### src/hdl/cds_div.sv
module cds_div (
   input  logic        clock,
   input  logic        reset,
   input  logic        start,
   input  logic [63:0] dividend,
   input  logic [47:0] divisor,
   output logic        done,
   output logic [63:0] quotient
);

   logic        busy_ff, busy_in;
   logic        done_ff, done_in;
   logic [5:0]  cnt_ff, cnt_in;
   logic [48:0] rem_ff, rem_in;
   logic [63:0] quo_ff, quo_in;
   logic [47:0] dvs_ff, dvs_in;
   logic [48:0] rem_sh;
   logic        ge;

   always_comb begin
      rem_sh  = {rem_ff[47:0], quo_ff[63]};
      ge      = rem_sh >= {1'b0, dvs_ff};
      busy_in = busy_ff;
      done_in = 1'b0;
      cnt_in  = cnt_ff;
      rem_in  = rem_ff;
      quo_in  = quo_ff;
      dvs_in  = dvs_ff;
      if (start) begin
         busy_in = 1'b1;
         cnt_in  = '0;
         rem_in  = '0;
         quo_in  = dividend;
         dvs_in  = divisor;
      end else if (busy_ff) begin
         // one quotient bit per cycle
         rem_in = ge ? rem_sh - {1'b0, dvs_ff} : rem_sh;
         quo_in = {quo_ff[62:0], ge};
         cnt_in = cnt_ff + 6'd1;
         if (cnt_ff == 6'd63) begin
            busy_in = 1'b0;
            done_in = 1'b1;
         end
      end
   end

   always_ff @(posedge clock) begin
      if (reset) begin
         busy_ff <= 1'b0;
         done_ff <= 1'b0;
         cnt_ff  <= '0;
      end else begin
         busy_ff <= busy_in;
         done_ff <= done_in;
         cnt_ff  <= cnt_in;
      end
      rem_ff <= rem_in;
      quo_ff <= quo_in;
      dvs_ff <= dvs_in;
   end

   assign done     = done_ff;
   assign quotient = quo_ff;

endmodule

### config.mk
export PLATFORM = sky130hd
export DESIGN_NAME = cds_div
export DESIGN_NICKNAME = d
export VERILOG_FILES = /design/src/hdl/cds_div.sv
export SDC_FILE = /design/constraint.sdc
export NUM_CORES = 1
export LEC_CHECK = 0
export BUFFER_PORTS_ARGS = -buffer_cell sky130_fd_sc_hd__buf_4
export CAP_MARGIN = 15
export CORE_ASPECT_RATIO = 1.2
export CORE_UTILIZATION = 58
export CTS_BUF_LIST = sky130_fd_sc_hd__clkbuf_4
export CTS_CLUSTER_DIAMETER = 40
export DETAILED_ROUTE_END_ITERATION = 12
export PLACE_DENSITY = 0.83
export SLEW_MARGIN = 20
export SYNTH_ARGS = -nofsm -noshare
export SYNTH_HDL_FRONTEND = slang
export SYNTH_SLANG_ARGS = --single-unit
### constraint.sdc
create_clock -name clock -period 3.4 [get_ports clock]
set_input_delay 1.02 -clock clock [delete_from_list [all_inputs] [get_ports clock]]
set_output_delay 1.02 -clock clock [all_outputs]
set_load 0.05 [all_outputs]
After elaboration in Yosys (flattened, before gate mapping):

Index checks and enable logic that the tools add are counted.
Widths: inputs -> output; s select.

* bits of input ports: 115
* bits in registers: 168
* output and inout port bits: 65
* logic and storage cells: 21

* eq/ne operators: 1
* multiplexer cells: 7
* magnitude comparators: 1
* add/sub/neg operators: 2
* reduce and logical (&&, ||, !) cells: 3
* bitwise logic cells: 1

Operators by type and width (count)
* $mux 64: 2
* $ge 49x48->1: 1
* $mux 48: 1
* $sub 48x48->48: 1
* $add 6x1->6 const B: 1
* $eq 6x6->1 const B: 1
* $mux 1: 4
* $reduce_or 3->1: 1
* $reduce_bool 2->1: 1
* $reduce_or 2->1: 1
* $not 1->1: 1

Logic depth before layout (Yosys ltp):

* word-level depth: 4
* mapped depth: 15
* depth with buffers taken out: 12

Worst setup path after synthesis:

No wires, ideal clock.

* path kind: register to register
* from: register quo_ff[63] (netlist: quotient[63])
* to: register rem_ff[42]
* cell stages (with the launch flop): 13
* setup slack: 0.143 ns
* arrival time: 3.166 ns
* buffers on the path: 0
* path through: edfxtp_1 > inv_1 > ha_1 > fa_1 > nor2b_1 > o2111ai_1 > a2111oi_1 > nor3b_2 > o2111ai_2 > nand3_1 > a211oi_1 > o21ai_1 > a311oi_1

* word-level cells in the longest chain between the ends: 2
* elaborated cells between the ends (all ways): 3
* classes of those cells: 1 x add/sub; 1 x order compare; 1 x mux

RTL lines
* from (decl): RTL line 15 `logic [63:0] quo_ff, quo_in;`
* from (signal assigned): RTL line 58 `quo_ff <= quo_in;`
* $sub 48x48->48 / $ge 49x48->1 (equally long branches): RTL line 37, 22
* $mux 48 (*): RTL line 37 `rem_in = ge ? rem_sh - {1'b0, dvs_ff} : rem_sh;`
* to (signal assigned): RTL line 57 `rem_ff <= rem_in;`
* to (decl): RTL line 14 `logic [48:0] rem_ff, rem_in;`

Every way passes the cells marked *; elsewhere a longest branch is shown, timed or not.
A chain may end at the register's enable or synchronous reset.

Worst setup path in the final report:

* from: register dvs_ff[23]
* to: register rem_ff[24]

* word-level cells in the longest chain between the ends: 2
* elaborated cells between the ends (all ways): 3
* classes of those cells: 1 x add/sub; 1 x order compare; 1 x mux

RTL lines
* from (decl): RTL line 16 `logic [47:0] dvs_ff, dvs_in;`
* from (signal assigned): RTL line 59 `dvs_ff <= dvs_in;`
* $sub 48x48->48 / $ge 49x48->1 (equally long branches): RTL line 37, 22
* $mux 48 (*): RTL line 37

Marked as above.

==> impl_metrics.ini <==
[sta]
fin_crit_sh = 0.9440
finalSetupViolations = 0
tightest_slew_ns = 1.010
fmax_mhz = 311.6
slew_violations = 0
max_slew_margin = 0.3270
rsz0062_at_grt = true
min_period_ns = 3.210
hold_violations = 0
hold_ws_ns = 0.4996
fin_worst_skew_ns = 0.02594

[synthesis]
yosysUniqueCellTypes = 67
syn_nets = 1128
yosys.area.top_type_share = 0.3481
synth-seq-area-share = 0.4641
synth_async_sr_flop_share = 0
synthTopCellsByArea = edfxtp_1 (35%), dfxtp_1 (12%), mux2_2 (7.5%), ha_1 (6.3%), nand2_1 (4.6%)
ys_ff_latch = 168
ys.flop_type = edfxtp_1
synth.most_common_cell = nand2_1
ys_top_cells_by_count = nand2_1 (118), edfxtp_1 (112), nor2_1 (83), a21oi_1 (64), mux2_2 (64)
synthesis.area_sq_mm = 0.009662
post-synth-top-area-cell = edfxtp_1
syn_avg_cell_area_sq_um = 10.03
synth_edf_count = 112
yosysWarnings = 0
synthCells = 963

[detailed_routing]
route.detailed.drc = 0
drt-initial-drc-count = 616
vias = 7998
postRouteAntennaNets = 0
wirelength_mm = 23.93
vias_per_cell = 5.894
dr.pass1.iters = 8
wire_per_inst_microns = 17.64

[worst_hold_path]
worstHoldStart = rem_ff[27]$_SDFFE_PP0P_
hold_class = reg2reg

[setup_path]
ff2ff_setup_slack_ns = 0.19
crit_required_ns = 3.90
end_kind = register
r2r-start = dvs_ff[23]$_DFFE_PP_
crit_chain = inv_1 > ha_1 > and2_4 > nand3_1 > or4_4 > nand4b_4 > o211ai_2 > a2111o_2 > and2_1 > buf_6 > buf_4 > nand2_1 > a311oi_1
path_class = reg2reg
slowest_stage = or4_4
cp.arrival_ns = 3.71
worstPathMaxFanout = 18
cp-startpoint = dvs_ff[23]$_DFFE_PP_
critPathLaunchType = register
critPathMaxStageDelay_ns = 0.49

[cts]
insertion_delay_ns = 0.60
clock_sinks = 168
cts_made_buffers = 17
root_buffer = clkbuf_4
cts_htree_levels = 4
max-clock-path-buffers = 2
clk_pin_slew_ns = 0.17
cts_tree = yes

[die]
fp-row-count = 51
fp.dieH_microns = 143.4
ioPinCount = 180
fp.coreArea_sq_mm = 0.01627
die_w_microns = 119.8
start_util = 0.5938
fp.dieArea_sq_mm = 0.01718

[finish]
num-nets-final = 1296
area_growth_pct = 19.23
fill_cells = 1256
multiInputGateArea_sq_mm = 0.004700
drive_gt1_frac = 0.2762
fin_util = 0.7080
seq_area_sq_mm = 0.004486

[global_routing]
grtUsageTotal = 0.2903
grt_pass1_vias = 8006
antenna_found_initial = 1
grt_pass1_wl_mm = 38.96
grt-ovfl-total = 0
grt_max_degree = 103

[placement]
hpwl_mm = 17.34
place.gp.congestion = 0.9465
port_buffers = 179

[power_and_ir_drop]
p_per_area_mw_per_mm2 = 462.2
total_power_uw = 5324
peakVddDrop_v = 0.0003034
leakage_uw = 0.004802

[flow_run]
maxCapViolations = 0

[run_status]
status = completed
kinds of logic (layout without fill, tap and decap cells):
group,count (synthesis),count (layout),share of synthesized area
compound gates,222,222,0.1581
xor+xnor,38,38,0.03445
fa+ha+maj,50,50,0.06553
buf+inv,113,294,0.05284
flops,168,168,0.4641
mux,65,65,0.07563
other cells,0,1,0
simple gates,307,307,0.1493
cells in the final DEF (no fill, tap or decap), types with 6 or more instances in the layout:
cell / instances
nand2_1: 118
dfxtp_1: 55
mux2_2: 64
xor2_1: 17
inv_1: 63
nor2b_1: 6
nor3_1: 8
o21a_1: 10
a21o_1: 16
or3_1: 7
buf_4: 194
nand3_1: 25
nand2b_1: 12
ha_1: 49
o211ai_1: 8
xnor2_1: 21
edfxtp_1: 112
o21ai_0: 29
o21bai_1: 9
clkbuf_4: 17
nand4_1: 14
a311oi_1: 42
nor2_1: 83
a21oi_1: 64
critical path, delay by kind of cell (launching register included):
family / cells / cell delay (ns)
DFF: 1 / 0.36
buffers and inverters: 3 / 0.46
adders and majority gates: 1 / 0.38
AOI/OAI and AO/OA: 3 / 0.61
and+or+nand+nor: 6 / 1.30
report_power, final:
| group | internal, uW | switching (uW) | leakage, uW |
|---|---|---|---|
| logic | 622 | 1010 | 0.00308 |
| clock network | 393 | 813 | 0.000152 |
| registers | 2380 | 105 | 0.00157 |
| total | 3400 | 1930 | 0.00480 |
path summary, 6_finish.rpt:
check	end	depth (start not counted)
min	rem_ff[28]$_SDFFE_PP0P_	2
max reg2reg	rem_ff[24]$_SDFFE_PP0P_	13
min reg2reg	rem_ff[28]$_SDFFE_PP0P_	2
max	rem_ff[24]$_SDFFE_PP0P_	13
flip-flops by register name, indices dropped and copies added (netlist names):
| name | count |
|---|---|
| quotient | 64 |
| done | 1 |
| dvs_ff | 48 |
| busy_ff | 1 |
| cnt_ff | 6 |
| rem_ff | 48 |
final cells by class:
| type | instances | share of cell area |
|---|---|---|
| timing repair buffer | 199 | 0.1336 |
| antenna | 1 | 0.0002172 |
| sequential | 168 | 0.3894 |
| tap | 212 | 0.02303 |
| multi-input combinational | 682 | 0.4080 |
| clock buffer | 17 | 0.01108 |
| clock inverter | 15 | 0.01423 |
| inverter | 63 | 0.02053 |
metrics by stage:
step | instances | area (sq um) | setup TNS, ns | setup WS (ns)
2_1_floorplan | 963 | 9662 | 0 | 0.1429
3_3_place_gp | 1322 | 11170 | 0 | 0.2869
3_5_place_dp | 1322 | 11170 | 0 | 0.1430
4_1_cts | 1354 | 11470 | 0 | 0.09842
5_1_grt | 1357 | 11520 | -0.03610 | -0.03469
6_report | 1357 | 11520 | 0 | 0.1904
repair_timing:
action                                  CTS  global route
buffers inserted                          0             2
gates resized for setup                   0             7
endpoints found under the setup margin    0            13
hold buffers                              0             0
metal layers:
layer	wire, microns	up-vias	GRT usage
met4	900	0	0.1559
met2	11540	319	0.4938
met5	0	-	0
met3	1861	61	0.07460
li1	-	3853	-
met1	9632	3765	0.3357
Note: power is estimated with default switching activity, not from simulation.
